<file path="src/design/mpsm_pkg.sv">
// Shared constants, operation codes and controller/datapath interface types for the matcher.
package mpsm_pkg;

  localparam int MAX_PATTERNS      = 16;
  localparam int MAX_PATTERN_BYTES = 256;
  localparam int NODE_COUNT        = MAX_PATTERN_BYTES + 1;
  localparam int NODE_W            = $clog2(NODE_COUNT);
  localparam int PAT_W             = $clog2(MAX_PATTERNS);
  localparam int PCNT_W            = $clog2(MAX_PATTERNS + 1);
  localparam int BCNT_W            = $clog2(MAX_PATTERN_BYTES + 1);
  localparam int QIDX_W            = $clog2(MAX_PATTERN_BYTES);
  localparam int CHILD_DEPTH       = NODE_COUNT * 256;
  localparam int CHILD_AW          = $clog2(CHILD_DEPTH);

  // Item kinds.
  localparam logic [1:0] KIND_PATTERN = 2'd0;
  localparam logic [1:0] KIND_COMPILE = 2'd1;
  localparam logic [1:0] KIND_TEXT    = 2'd2;

  // Result kinds.
  localparam logic [1:0] RK_MATCH  = 2'd0;
  localparam logic [1:0] RK_STATUS = 2'd1;
  localparam logic [1:0] RK_EOT    = 2'd2;

  // Status codes.
  localparam logic [2:0] ST_OK           = 3'd0;
  localparam logic [2:0] ST_COMPILED     = 3'd1;
  localparam logic [2:0] ST_TABLE_FULL   = 3'd2;
  localparam logic [2:0] ST_BYTES_FULL   = 3'd3;
  localparam logic [2:0] ST_REFUSED      = 3'd4;
  localparam logic [2:0] ST_NOT_COMPILED = 3'd5;

  // Pattern entry state.
  localparam logic [1:0] PS_IDLE    = 2'd0;
  localparam logic [1:0] PS_ACTIVE  = 2'd1;
  localparam logic [1:0] PS_DISCARD = 2'd2;

  // Datapath operations.
  localparam logic [5:0] OP_NONE       = 6'd0;
  localparam logic [5:0] OP_CLEAR      = 6'd1;
  localparam logic [5:0] OP_LATCH      = 6'd2;
  localparam logic [5:0] OP_PB_CHECK   = 6'd3;
  localparam logic [5:0] OP_PB_NODE    = 6'd4;
  localparam logic [5:0] OP_PB_MASK_RD = 6'd5;
  localparam logic [5:0] OP_PB_COMMIT  = 6'd6;
  localparam logic [5:0] OP_PB_STATUS  = 6'd7;
  localparam logic [5:0] OP_CMP_REFUSE = 6'd8;
  localparam logic [5:0] OP_CMP_INIT   = 6'd9;
  localparam logic [5:0] OP_CR_RD      = 6'd10;
  localparam logic [5:0] OP_CR_CHK     = 6'd11;
  localparam logic [5:0] OP_Q_RD       = 6'd12;
  localparam logic [5:0] OP_Q_GOT      = 6'd13;
  localparam logic [5:0] OP_N_FAIL     = 6'd14;
  localparam logic [5:0] OP_C_RD       = 6'd15;
  localparam logic [5:0] OP_C_CHK      = 6'd16;
  localparam logic [5:0] OP_F_RD       = 6'd17;
  localparam logic [5:0] OP_F_CHK      = 6'd18;
  localparam logic [5:0] OP_F_STEP     = 6'd19;
  localparam logic [5:0] OP_M1         = 6'd20;
  localparam logic [5:0] OP_M2         = 6'd21;
  localparam logic [5:0] OP_CMP_DONE   = 6'd22;
  localparam logic [5:0] OP_T_RD       = 6'd23;
  localparam logic [5:0] OP_T_CHK      = 6'd24;
  localparam logic [5:0] OP_T_FAIL     = 6'd25;
  localparam logic [5:0] OP_T_MASK     = 6'd26;
  localparam logic [5:0] OP_E_INIT     = 6'd27;
  localparam logic [5:0] OP_E_RD       = 6'd28;
  localparam logic [5:0] OP_E_CMP      = 6'd29;
  localparam logic [5:0] OP_E_ID       = 6'd30;
  localparam logic [5:0] OP_E_OUT      = 6'd31;
  localparam logic [5:0] OP_T_END      = 6'd32;

  typedef struct packed {
    logic [5:0] op;
  } mpsm_cmd_t;

  typedef struct packed {
    logic       clr_done;
    logic [1:0] kind;
    logic       last;
    logic       compiled;
    logic       pb_go;
    logic       pactive;
    logic       refuse;
    logic       c_last;
    logic       q_empty;
    logic       ch_zero;
    logic       f_more;
    logic       t_more;
    logic       left_zero;
    logic       p_last;
  } mpsm_stat_t;

endpackage

</file>
<file path="src/design/mpsm_ctrl.sv">
// Sequencing state machine of the matcher.
module mpsm_ctrl (
  input  logic               clk,
  input  logic               rst_n,
  input  logic               start,
  input  mpsm_pkg::mpsm_stat_t stat,
  output mpsm_pkg::mpsm_cmd_t  cmd,
  output logic               busy
);
  import mpsm_pkg::*;

  localparam logic [4:0] S_CLR      = 5'd0;
  localparam logic [4:0] S_IDLE     = 5'd1;
  localparam logic [4:0] S_DISP     = 5'd2;
  localparam logic [4:0] S_PB       = 5'd3;
  localparam logic [4:0] S_PB_NODE  = 5'd4;
  localparam logic [4:0] S_PB_END   = 5'd5;
  localparam logic [4:0] S_PB_MW    = 5'd6;
  localparam logic [4:0] S_CMP0     = 5'd7;
  localparam logic [4:0] S_CR_RD    = 5'd8;
  localparam logic [4:0] S_CR_CHK   = 5'd9;
  localparam logic [4:0] S_Q_RD     = 5'd10;
  localparam logic [4:0] S_Q_GOT    = 5'd11;
  localparam logic [4:0] S_N_FAIL   = 5'd12;
  localparam logic [4:0] S_C_RD     = 5'd13;
  localparam logic [4:0] S_C_CHK    = 5'd14;
  localparam logic [4:0] S_F_RD     = 5'd15;
  localparam logic [4:0] S_F_CHK    = 5'd16;
  localparam logic [4:0] S_F_STEP   = 5'd17;
  localparam logic [4:0] S_M1       = 5'd18;
  localparam logic [4:0] S_M2       = 5'd19;
  localparam logic [4:0] S_CMP_DONE = 5'd20;
  localparam logic [4:0] S_T_RD     = 5'd21;
  localparam logic [4:0] S_T_CHK    = 5'd22;
  localparam logic [4:0] S_T_FAIL   = 5'd23;
  localparam logic [4:0] S_T_MASK   = 5'd24;
  localparam logic [4:0] S_E_CHK    = 5'd25;
  localparam logic [4:0] S_E_RD     = 5'd26;
  localparam logic [4:0] S_E_CMP    = 5'd27;
  localparam logic [4:0] S_E_ID     = 5'd28;
  localparam logic [4:0] S_E_OUT    = 5'd29;
  localparam logic [4:0] S_T_END    = 5'd30;

  logic [4:0] state_r, state_nxt;

  always_comb begin
    state_nxt = state_r;
    cmd.op    = OP_NONE;
    unique case (state_r)
      S_CLR: begin
        cmd.op = OP_CLEAR;
        if (stat.clr_done) state_nxt = S_IDLE;
      end
      S_IDLE: begin
        if (start) begin
          cmd.op    = OP_LATCH;
          state_nxt = S_DISP;
        end
      end
      S_DISP: begin
        case (stat.kind)
          KIND_PATTERN: state_nxt = S_PB;
          KIND_COMPILE: state_nxt = S_CMP0;
          KIND_TEXT:    state_nxt = stat.compiled ? S_T_RD : S_T_END;
          default:      state_nxt = S_IDLE;
        endcase
      end
      S_PB: begin
        cmd.op    = OP_PB_CHECK;
        state_nxt = stat.pb_go ? S_PB_NODE : S_PB_END;
      end
      S_PB_NODE: begin
        cmd.op    = OP_PB_NODE;
        state_nxt = S_PB_END;
      end
      S_PB_END: begin
        if (!stat.last) begin
          state_nxt = S_IDLE;
        end else if (stat.pactive) begin
          cmd.op    = OP_PB_MASK_RD;
          state_nxt = S_PB_MW;
        end else begin
          cmd.op    = OP_PB_STATUS;
          state_nxt = S_IDLE;
        end
      end
      S_PB_MW: begin
        cmd.op    = OP_PB_COMMIT;
        state_nxt = S_IDLE;
      end
      S_CMP0: begin
        if (stat.refuse) begin
          cmd.op    = OP_CMP_REFUSE;
          state_nxt = S_IDLE;
        end else begin
          cmd.op    = OP_CMP_INIT;
          state_nxt = S_CR_RD;
        end
      end
      S_CR_RD: begin
        cmd.op    = OP_CR_RD;
        state_nxt = S_CR_CHK;
      end
      S_CR_CHK: begin
        cmd.op    = OP_CR_CHK;
        state_nxt = stat.c_last ? S_Q_RD : S_CR_RD;
      end
      S_Q_RD: begin
        if (stat.q_empty) begin
          state_nxt = S_CMP_DONE;
        end else begin
          cmd.op    = OP_Q_RD;
          state_nxt = S_Q_GOT;
        end
      end
      S_Q_GOT: begin
        cmd.op    = OP_Q_GOT;
        state_nxt = S_N_FAIL;
      end
      S_N_FAIL: begin
        cmd.op    = OP_N_FAIL;
        state_nxt = S_C_RD;
      end
      S_C_RD: begin
        cmd.op    = OP_C_RD;
        state_nxt = S_C_CHK;
      end
      S_C_CHK: begin
        cmd.op = OP_C_CHK;
        if (!stat.ch_zero)    state_nxt = S_F_RD;
        else if (stat.c_last) state_nxt = S_Q_RD;
        else                  state_nxt = S_C_RD;
      end
      S_F_RD: begin
        cmd.op    = OP_F_RD;
        state_nxt = S_F_CHK;
      end
      S_F_CHK: begin
        cmd.op    = OP_F_CHK;
        state_nxt = stat.f_more ? S_F_STEP : S_M1;
      end
      S_F_STEP: begin
        cmd.op    = OP_F_STEP;
        state_nxt = S_F_RD;
      end
      S_M1: begin
        cmd.op    = OP_M1;
        state_nxt = S_M2;
      end
      S_M2: begin
        cmd.op    = OP_M2;
        state_nxt = stat.c_last ? S_Q_RD : S_C_RD;
      end
      S_CMP_DONE: begin
        cmd.op    = OP_CMP_DONE;
        state_nxt = S_IDLE;
      end
      S_T_RD: begin
        cmd.op    = OP_T_RD;
        state_nxt = S_T_CHK;
      end
      S_T_CHK: begin
        cmd.op    = OP_T_CHK;
        state_nxt = stat.t_more ? S_T_FAIL : S_T_MASK;
      end
      S_T_FAIL: begin
        cmd.op    = OP_T_FAIL;
        state_nxt = S_T_RD;
      end
      S_T_MASK: begin
        cmd.op    = OP_T_MASK;
        state_nxt = S_E_CHK;
      end
      S_E_CHK: begin
        if (stat.left_zero) begin
          state_nxt = S_T_END;
        end else begin
          cmd.op    = OP_E_INIT;
          state_nxt = S_E_RD;
        end
      end
      S_E_RD: begin
        cmd.op    = OP_E_RD;
        state_nxt = S_E_CMP;
      end
      S_E_CMP: begin
        cmd.op    = OP_E_CMP;
        state_nxt = stat.p_last ? S_E_ID : S_E_RD;
      end
      S_E_ID: begin
        cmd.op    = OP_E_ID;
        state_nxt = S_E_OUT;
      end
      S_E_OUT: begin
        cmd.op    = OP_E_OUT;
        state_nxt = S_E_CHK;
      end
      S_T_END: begin
        cmd.op    = OP_T_END;
        state_nxt = S_IDLE;
      end
      default: state_nxt = S_IDLE;
    endcase
  end

  always_ff @(posedge clk) begin
    if (!rst_n) state_r <= S_CLR;
    else        state_r <= state_nxt;
  end

  assign busy = (state_r != S_IDLE);

endmodule

</file>
<file path="config.mk">
export PLATFORM = sky130hd
export DESIGN_NAME = mpsm_ctrl
export DESIGN_NICKNAME = d
export VERILOG_FILES = /design/src/design/mpsm_pkg.sv /design/src/design/mpsm_ctrl.sv
export SDC_FILE = /design/constraint.sdc
export NUM_CORES = 1
export LEC_CHECK = 0
export BUFFER_PORTS_ARGS = -buffer_cell sky130_fd_sc_hd__buf_4
export CELL_PAD_IN_SITES_DETAIL_PLACEMENT = 2
export CELL_PAD_IN_SITES_GLOBAL_PLACEMENT = 2
export CORE_AREA = 3 3 63 65
export CTS_BUF_LIST = sky130_fd_sc_hd__clkbuf_4
export DETAILED_ROUTE_END_ITERATION = 10
export DIE_AREA = 0 0 66 68
export PLACE_DENSITY = 0.91
export SLEW_MARGIN = 20
export SYNTH_ARGS = -nofsm -noshare
export SYNTH_HDL_FRONTEND = slang
export SYNTH_SLANG_ARGS = --single-unit
</file>
<file path="constraint.sdc">
create_clock -name clk -period 5.1 [get_ports clk]
set_input_delay 0.51 -clock clk [delete_from_list [all_inputs] [get_ports clk]]
set_output_delay 0.51 -clock clk [all_outputs]
set_load 0.05 [all_outputs]
</file>
---- After elaboration in Yosys (flattened, before gate mapping) ----
Index checks and enable logic that the tools add are counted.
W data, S select, Z words.
operators by class
  add/sub/neg operators ................... 0
  $mul .................................... 0
  div/mod/pow operators ................... 0
  magnitude comparators ................... 0
  equality and inequality tests ........... 35
  shifts and indexed selects .............. 0
  multiplexer cells ....................... 24
  bitwise logic cells ..................... 0
  reduce and logical (&&, ||, !) cells .... 4
operator list
  operator              number
  $pmux W6 S30          1
  $pmux W5 S27          1
  $eq A5 B5 Y1 const B  15
  $eq A5 B4 Y1 const B  8
  $mux W3               7
  $eq A5 B3 Y1 const B  4
  $mux W5               4
  $mux W4               4
  $pmux W5 S3           1
  $eq A5 B2 Y1 const B  2
  $mux W2               4
  $eq A5 B1 Y1 const B  1
  $logic_not A5 Y1      1
  $ne A5 B1 Y1 const B  1
  $ne A2 B2 Y1 const B  2
  $eq A2 B1 Y1 const B  1
  $eq A2 B2 Y1 const B  1
  $logic_not A2 Y1      1
  $mux W1               2
  $reduce_and A2 Y1     1
  $reduce_or A2 Y1      1
storage, ports and cells
  register bits after elaboration ......... 5
  bits in latches ......................... 0
  bits in writable memories ............... 0
  memory bits (read-only) ................. 0
  output and inout port bits .............. 7
  memories kept ........................... 0

---- Logic depth before layout (Yosys ltp) ----
Gate-level depths: netlist of run 1.
  depth after elaboration ................. 3
  gate-level depth with buffers ........... 7
  mapped depth without buffers ............ 7

---- Least setup slack after synthesis of run 1 ----
No wires, ideal clock.
  path type ............................... reg2out
  start ................................... register state_r[4]
  end ..................................... output port cmd[2] (netlist bit)
  arrival ................................. 2.861 ns
  data required time ...................... 4.590 ns
  setup slack ............................. 1.729 ns
  stages on the path, launching flop included .. 6
  path buffers ............................ 3
  path through ............................ dfxtp_1 > buf_6 > clkbuf_1 > buf_1 > a21oi_1 > o311ai_0
RTL lines
  element                 line              source
  from (decl)             mpsm_ctrl.sv:44   logic [4:0] state_r, state_nxt;
  from (signal assigned)  mpsm_ctrl.sv:208  else state_r <= state_nxt;
  to (decl)               mpsm_ctrl.sv:7    output mpsm_pkg::mpsm_cmd_t cmd,

==> metrics, run 1 <==
outcome complete, no violations; syn nets 187; Pleak just over 0.0005 uW; Die W 66 um; drt via density 6.08; Clock power frac 27.5%; Max Cap Violations 0; WL/cell 20.5 um; commonest non-fill, non-tap cell in the layout buf_4; flip-flop count of the largest register after layout 5; layout cells sized above 1 between 20% and 30%; Switching Fraction 42.0%; final instance area about 0.0013 mm2; Post-CTS Setup Bufs 0; Sequential Power Share around 27%; crit-path max FO 25; NetSw 78.9 uW; CTS H-tree depth 1; number of flops mapped to enable cells by yosys 0; fin cells 226; via count 1374; Reg clk slew, reported paths approximately 50 ps; post-synthesis mux area share 2.13%; dominant synthesized flop cell dfxtp_1; unrepaired setup endpoints after global routing false; Post-Syn Area per Cell 6.42 um2; area growth from synthesis to layout 19.0%; largest family of logic cells by synthesized area compound AO/OA/AOI/OAI gates; Detailed Route Iter0 Violations about 110; Synth Area in Compound Gates 36.9%; PostCTS Resize Cnt 0; Yosys reg bits 5; Clock Skews 1.08 ps; Hold Path Class primary input to flip-flop; Setup crit start kind flip-flop; Inserted Diodes 0; top cells by area, synth dfxtp_1 (9.5%), nand2_1 (6.4%), a21oi_1 (6.1%), nor2b_1 (5.9%), ha_1 (4.7%); post-synth top area share 9.46%; DRT Pass-1 Iters 4; min Tclk post-route roughly 2900 ps; Clock Sinks 5; Synth Area in Adders 4.73%; Core Box Area 0.00339 mm2; Port Buffers 24; unique cell type count in the Yosys netlist 51; Worst Hold Slack 535 ps; Regs by FF count state_r: 5 flops; CTS tree done; Hold Vio Cnt, Final 0; Simple-Gate Fraction of Synth Area 36.3%; initial antenna violation count 0; Clk Latency, worst-skew pair 240 ps; # IOs 25; num rows 21; cts hold-fix bufs 0; Root Driver clkbuf_4; Synth Instances 165; Worst-Margin Slew 920 ps; Comb power frac between 40% and 50%; critical path arrival 2420 ps; Worst Setup Path Type flip-flop to primary output; YS warnings 0; full die area 0.00449 mm2; drt total wl 4.63 mm; chip height a little under 70 um; Starting Density 31.2%; Biggest register state_r; nets 203; Critical Path RT 4590 ps; internal power 109 uW; Max Freq 0.341 GHz; total congestion overflow 0; clock buffer depth 2; Global Route Usage Sum between 20% and 30%; Slew HR 38.6%; Placed Area 0.00123 mm2; leading area contributor after synthesis dfxtp_1; ANT nets after route 0; Setup violations, final 0; largest net degree at the start of global routing 30; Placed Instances roughly 220; setup_tns 0 ps; count of pins over their slew limit 0; Peak VDD IR 0.000101 V; gpl congestion around 0.89; Tcrit/Tclk final 57.5%; sequential area share after synthesis 9.46%; most frequent cells in the layout buf_4 (26), nand2_1 (18), a21oi_1 (13), nor2_1 (11), nor2b_1 (10); pwr/cell area 149 mW/mm2; number of global-route vias before repair about 1400; Mapped Area 0.00106 mm2; Num CTS Buffers 3; drt drc 0; HPWL Detailed 3.57 mm; Post-Synth XOR/XNOR Area 0%; global-route wire length before repair 7.25 mm; crit end category primary output; Async SR Flop Fraction 0%
==> power by group through the flow <==
| stage | clock network [uW] | logic [uW] | registers, uW |
|---|---|---|---|
| finish | 51.7 | 85.6 | 50.6 |
| global route | 56.0 | 92.8 | 51.6 |
| CTS | 53.6 | 85.6 | 50.6 |
| detailed placement | 0 | 85.1 | 51.4 |
| global placement | 0 | 80.8 | 50.6 |
| floorplan | 0 | 60.8 | 43.0 |
==> worst paths after layout <==
kind                                 start         end  slack, ps  cells past startpoint
worst max-delay path            state_r[0]      cmd[3]       2170                      5
worst min-delay path                 rst_n  state_r[2]        540                      2
worst max register to register  state_r[3]  state_r[2]       2660                      5
worst min register to register  state_r[1]  state_r[3]        730                      3
==> area by class of cell <==
type,count,area [um2]
timing repair buffer,26,195
tap,46,57.6
inverter,8,30.0
fill,427,2130
multi-input combinational,137,847
clock buffer,4,30.0
sequential,5,100
==> worst max-delay path, cell delays in order (launching register included) <==
cell and delay, ps:
dfxtp_1 880, nor2b_1 440, and2_1 270, o21ai_0 140
a31o_2 260, buf_4 190
==> stage by stage <==
| step | setup WS [ps] | utilization, % | total power [uW] |
|---|---|---|---|
| floorplan | 1730 | - | 104 |
| CTS | 2170 | 37.2 | 190 |
| finish | 2170 | 37.2 | 188 |
| global route | 2010 | 37.2 | 200 |
| detailed placement | 2440 | 36.3 | 136 |
| global placement | 2660 | 36.3 | 131 |
==> cells by family after synthesis <==
kind of cell | Yosys count
DFF | 5
muxes | 2
buffers and inverters | 23
adders and majority gates | 4
and+or+nand+nor | 74
AOI/OAI and AO/OA | 57
==> synth_stat cells (all sizes together), types with 3 or more instances <==
library cell and count:
nor3 5, a31oi 4, clkbuf 4, nand2 18
ha 4, nor2b 10, nand4 7, buf 11
o21ai 11, and2 4, a211oi 3, nor2 11
a21oi 13, nor4 3, dfxtp 5, nand3 7
inv 8, nand2b 3
==> routing by layer <==
| layer | wire [um] | global-route usage (%) | up-vias |
|---|---|---|---|
| li1 | - | - | 643 |
| met4 | 96 | 5.58 | 0 |
| met3 | 122 | 1.15 | 12 |
| met5 | 0 | 0 | - |
| met1 | 2050 | 26.3 | 681 |
| met2 | 2360 | 39.0 | 38 |
No activity file was read; power rests on OpenSTA's default activity.
==> run 2, diff against run 1 <==
--- a/config.mk
+++ b/config.mk
@@ -8,11 +8,11 @@
 export BUFFER_PORTS_ARGS = -buffer_cell sky130_fd_sc_hd__buf_4
 export CELL_PAD_IN_SITES_DETAIL_PLACEMENT = 2
 export CELL_PAD_IN_SITES_GLOBAL_PLACEMENT = 2
-export CORE_AREA = 3 3 63 65
+export CORE_AREA = 3 3 65 67
 export CTS_BUF_LIST = sky130_fd_sc_hd__clkbuf_4
 export DETAILED_ROUTE_END_ITERATION = 10
-export DIE_AREA = 0 0 66 68
-export PLACE_DENSITY = 0.91
+export DIE_AREA = 0 0 68 70
+export PLACE_DENSITY = 0.86
 export SLEW_MARGIN = 20
 export SYNTH_ARGS = -nofsm -noshare
 export SYNTH_HDL_FRONTEND = slang
==> constraint.sdc (replaced) <==
create_clock -name clk -period 2.96 [get_ports clk]
set_input_delay 0.296 -clock clk [delete_from_list [all_inputs] [get_ports clk]]
set_output_delay 0.296 -clock clk [all_outputs]
set_load 0.05 [all_outputs]
==> run 2 against run 1 <==
- sequential cell count unchanged
- clock skew is 5.4 ps higher
- cell count increased by 1.3%
- hold slack lost 220 ps
- cell area is 0.79% higher
- register-to-register slack lost 2000 ps
- utilization decreased by 2.7 points
- highest routed layer unchanged
==> metrics, run 2 (synthesized netlist as in run 1, its figures left out) <==
critical path arrival 2360 ps (-60 ps); DRT Pass-1 Iters 4 (unchanged); Global Route Usage Sum 20.4% (-0.58 points); gpl congestion 0.932 (+4.8%); area growth from synthesis to layout 20.0%; PostCTS Resize Cnt 0 (unchanged); Inserted Diodes 0 (unchanged); drt drc 0 (unchanged); max incr delay on CP 890 ps (about the same); Pleak 0.000511 uW (+1.3%); NetSw 137 uW (+74%); initial antenna violation count 0 (unchanged); ANT nets after route 0 (unchanged); global-route wire length before repair 7.53 mm (+3.9%); commonest non-fill, non-tap cell in the layout buf_4; setup_tns 0 ps (unchanged); Peak VDD IR 0.000183 V (+81%); Port Buffers 24 (unchanged); HPWL Detailed 3.62 mm (+1.4%); nets 204 (+0.49%); min Tclk post-route 2660 ps; pwr/cell area 256 mW/mm2 (+72%); crit end category primary output; Comb power frac 45.1% (-0.5 points); Crit-path slowest cell dfxtp_1; Switching Fraction 42.2% (+0.17 points); Worst Hold Launch rst_n; full die area 0.00476 mm2 (+6.1%); Clk Latency, worst-skew pair 240 ps (about the same); Clock Sinks 5 (unchanged); Max Cap Violations 0 (unchanged); Slew HR 40.9% (+2.3 points); critical path startpoint state_r[2]; r2r startpoint state_r[0]; unrepaired setup endpoints after global routing false; crit-path max FO 27 (+8.0%); Worst Setup Path Type flip-flop to primary output; flip-flop count of the largest register after layout 5 (unchanged); cts hold-fix bufs 0 (unchanged); WL/cell 20.0 um (-2.1%); Setup crit start kind flip-flop; Clock Skews 6.52 ps (+5.44 ps); Hold Path Class primary input to flip-flop; Worst-Margin Slew 885 ps (-34.6 ps); chip height 70 um (+2.9%); num rows 22 (+4.8%); Sequential Power Share 27.7% (+0.8 points); Biggest register state_r; Reg clk slew, reported paths 50 ps (about the same); total congestion overflow 0 (unchanged); Top Family by Delay on Critical Path flip-flops; internal power 188 uW (+73%); CTS tree done; Place WS 581 ps (-1860 ps); layout cells sized above 1 21.5% (+0.44 points); drt via density 6.00 (-1.2%); Core Box Area 0.00369 mm2 (+8.8%); clock buffer depth 2 (unchanged); Tcrit/Tclk final 89.7%; CTS H-tree depth 1 (unchanged); crit-path cells nor2b_1 > and2_1 > and3_1 > a31oi_1 > o2bb2ai_1 > buf_4; Critical Path RT 2660 ps (-1930 ps); Starting Density 28.7% (-2.5 points); worst setup margin 304 ps (-1870 ps); crit path buf inv count 1 (unchanged); count of pins over their slew limit 0 (unchanged); Clock power frac 27.1% (-0.4 points); Post-CTS Setup Bufs 0 (unchanged); Hold Vio Cnt, Final 0 (unchanged); number of global-route vias before repair 1405 (-2.2%); Die W 68 um (+3.0%); largest net degree at the start of global routing 28 (-6.7%); Num CTS Buffers 3 (unchanged); Setup violations, final 0 (unchanged); Regs by FF count state_r: 5 flops; Root Driver clkbuf_4; most frequent cells in the layout buf_4 (27), nand2_1 (18), a21oi_1 (13), nor2_1 (11), nor2b_1 (10); drt total wl 4.59 mm (-0.84%); Detailed Route Iter0 Violations 145 (+27%); # IOs 25 (unchanged); Max Freq 0.376 GHz; via count 1375 (+0.073%); outcome complete, no violations
## run 2: through the flow
step | hold WS (ps) | cell area, um2 | total power, uW | std cells | util, %
3_5_place_dp | 568 | 1240 | 236 | 225 | 33.6
3_3_place_gp | 557 | 1240 | 228 | 225 | 33.6
5_1_grt | 336 | 1270 | 348 | 229 | 34.4
4_1_cts | 317 | 1270 | 327 | 229 | 34.4
6_report | 318 | 1270 | 325 | 229 | 34.4
2_1_floorplan | 419 | 1060 | 179 | 165 | -
## run 2: routing by layer
metal / vias up / global-route usage (%) / routed length (um)
met5: - / 0 / 0
met4: 0 / 5.96 / 99
met3: 6 / 1.61 / 167
met2: 37 / 34.8 / 2340
met1: 685 / 26.7 / 1980
li1: 647 / - / -
## run 2: worst paths after layout
check                    end  slack, ps  cells past startpoint
hold reg to reg   state_r[3]        820                      2
hold / removal    state_r[2]        320                      2
setup reg to reg  state_r[1]        670                      5
setup / recovery      cmd[1]        300                      6
## run 2: layout make-up
type | instances | area, um2
Clock buffer | 4 | 30.0
Fill cell | 462 | 2420
Inverter | 8 | 30.0
Multi-Input combinational cell | 137 | 847
Sequential cell | 5 | 100
Tap cell | 48 | 60.1
Timing Repair Buffer | 27 | 203
## run 2: power by group through the flow
stage | Clock (uW) | Combinational [uW] | Sequential [uW]
after detailed placement | 0 | 146 | 90.7
after floorplan | 0 | 105 | 74.2
final | 88.2 | 147 | 90.2
after global routing | 94.6 | 162 | 92.2
after CTS | 91.5 | 146 | 89.5
after global placement | 0 | 138 | 89.2
==> run 3, diff against run 2 <==
--- a/config.mk
+++ b/config.mk
@@ -8,11 +8,10 @@
 export BUFFER_PORTS_ARGS = -buffer_cell sky130_fd_sc_hd__buf_4
 export CELL_PAD_IN_SITES_DETAIL_PLACEMENT = 2
 export CELL_PAD_IN_SITES_GLOBAL_PLACEMENT = 2
-export CORE_AREA = 3 3 65 67
-export CTS_BUF_LIST = sky130_fd_sc_hd__clkbuf_4
+export CORE_AREA = 3 3 66 68
 export DETAILED_ROUTE_END_ITERATION = 10
-export DIE_AREA = 0 0 68 70
-export PLACE_DENSITY = 0.86
+export DIE_AREA = 0 0 69 71
+export PLACE_DENSITY = 0.84
 export SLEW_MARGIN = 20
 export SYNTH_ARGS = -nofsm -noshare
 export SYNTH_HDL_FRONTEND = slang
==> run 3 against run 2 <==
- critical path depth stayed put
- hold slack better by 29 ps
- largest power group unchanged
- global-route usage is 1.7 points lower
- largest cell class unchanged
- maximum frequency is 0.78% higher
==> metrics, run 3 (synthesized netlist as in run 1, its figures left out) <==
unrepaired setup endpoints after global routing false; WP depth 6 (unchanged); fin cells 232 (+1.3%); Placed Area 0.00125 mm2 (+0.81%); Critical Path Sink cmd[1]; DRT Pass-1 Iters 4 (unchanged); final instance area 0.00129 mm2 (+2.0%); Setup violations, final 0 (unchanged); r2r startpoint state_r[2]; ANT nets after route 0 (unchanged); Clk Latency, worst-skew pair 220 ps (-20 ps); Biggest register state_r; initial antenna violation count 0 (unchanged); nets 205 (+0.49%); area of the multi-input gates 847 um2 (unchanged); Hold Vio Cnt, Final 0 (unchanged); Num CTS Buffers 3 (unchanged); Reg clk slew, reported paths 30 ps (-20 ps); Fill cells 502 (+8.7%); layout cells sized above 1 21.4% (-0.12 points); Worst-Margin Slew 935 ps (+49.2 ps); commonest non-fill, non-tap cell in the layout buf_4; gr busiest metal met2; Top Family by Delay on Critical Path flip-flops; setup_tns 0 ps (unchanged); PostCTS Resize Cnt 0 (unchanged); num rows 23 (+4.5%); Root Driver clkbuf_8; M3 GR Usage 3.98% (+2.4 points); Critical Path RT 2660 ps (about the same); # IOs 25 (unchanged); reg2reg setup slack 620 ps (-50 ps); crit path buf inv count 1 (unchanged); drt via density 5.89 (-1.9%); gpl congestion 0.934 (+0.14%); chip height 71 um (+1.4%); Inserted Diodes 0 (unchanged); Detailed Route Iter0 Violations 101 (-30%); Max Cap Violations 0 (unchanged); total congestion overflow 0 (unchanged); critical path startpoint state_r[2]; crit end category primary output; Clock Sinks 5 (unchanged); cts hold-fix bufs 0 (unchanged); Clock Skews 0.925 ps (-5.59 ps); HPWL Detailed 3.49 mm (-3.8%); critical path arrival 2340 ps (-20 ps); Starting Density 27.0% (-1.7 points); Pleak 0.000521 uW (+1.8%); Core Box Area 0.00391 mm2 (+6.1%); clock buffer depth 2 (unchanged); CTS tree done; max incr delay on CP 920 ps (+30 ps); global-route wire length before repair 7.52 mm (-0.17%); Hold Path Class primary input to flip-flop; most frequent cells in the layout buf_4 (28), nand2_1 (18), a21oi_1 (13), nor2_1 (11), nor2b_1 (10); CTS H-tree depth 1 (unchanged); Post-CTS Setup Bufs 0 (unchanged); crit-path max FO 27 (unchanged); total power 361 uW (+11%); Regs by FF count state_r: 5 flops; drt drc 0 (unchanged); Port Buffers 24 (unchanged); count of pins over their slew limit 0 (unchanged); number of global-route vias before repair 1486 (+5.8%); area growth from synthesis to layout 22.3%; Global Route Usage Sum 18.7% (-1.7 points); R2R Path End state_r[1]; pwr/cell area 279 mW/mm2 (+8.8%); outcome complete, no violations; full die area 0.00490 mm2 (+2.9%); Worst Reg-to-Reg Cells 4 (-1); Tcrit/Tclk final 89.0% (-0.69 points); drt total wl 4.51 mm (-1.6%); register area 100 um2 (unchanged); Setup crit start kind flip-flop; flip-flop count of the largest register after layout 5 (unchanged); Crit-path slowest cell dfxtp_1; M1 GR Usage 24.4% (-2.3 points); Worst Setup Path Type flip-flop to primary output; WL/cell 19.4 um (-2.9%); Slew HR 37.6% (-3.3 points); via count 1366 (-0.65%); GRT met2 Usage 30.6% (-4.2 points); Die W 69 um (+1.5%); crit-path cells nor2b_1 > and2_1 > and3_1 > a31oi_1 > o2bb2ai_1 > buf_4; min Tclk post-route 2640 ps (-20.6 ps); largest net degree at the start of global routing 28 (unchanged); Peak VDD IR 0.000232 V (+27%); Max Freq 0.379 GHz (+0.78%); Worst Hold Slack 347 ps (+28.9 ps); Placed Instances 228 (+1.3%)
run 3: changes by cell type in the layout (fill, tap and decap cells not counted), sizes merged:
| cell | before | now |
|---|---|---|
| buf | 27 | 28 |
run 3: metrics by stage:
step,worst slack [ps],utilization (%)
after floorplan,395,-
after global placement,726,31.9
after detailed placement,578,31.9
after CTS,329,33.1
after global routing,132,33.1
final,324,33.1
run 3: how the worst min path moves through the flow:
stage	start	end	slack, ps	cells after the start
after CTS	rst_n	state_r[2]	350	2
after floorplan	rst_n	state_r[0]	420	2
final	rst_n	state_r[2]	350	2
after global placement	rst_n	state_r[2]	550	2
after detailed placement	rst_n	state_r[2]	560	2
after global routing	rst_n	state_r[2]	360	2
run 3: final cells by class:
class | instances | area share, %
multi-input cells | 137 | 65.4
repair buffers | 28 | 16.2
flip-flops and latches | 5 | 7.73
well taps | 50 | 4.83
clock buffers | 4 | 3.48
inverters | 8 | 2.32
run 3: worst register-to-register path, stage by stage, from the launching register on:
cell and delay (ps):
dfxtp_1 920, nor2b_1 270, mux2_2 340, a311o_1 350, o311a_1 340
run 3: layer usage:
layer,wire (um),part of all wire (%)
met4,134,3.0
met2,2120,47
met3,190,4.2
met5,0,0
met1,2060,46
run 3: report_power, final:
group          leakage [uW]  internal (uW)  total [uW]  switching, uW
clock network     0.0000228           92.3         124           31.7
registers         0.0000406           70.8        87.7           16.9
logic              0.000457           59.2         149           89.9
total              0.000521            222         361            138
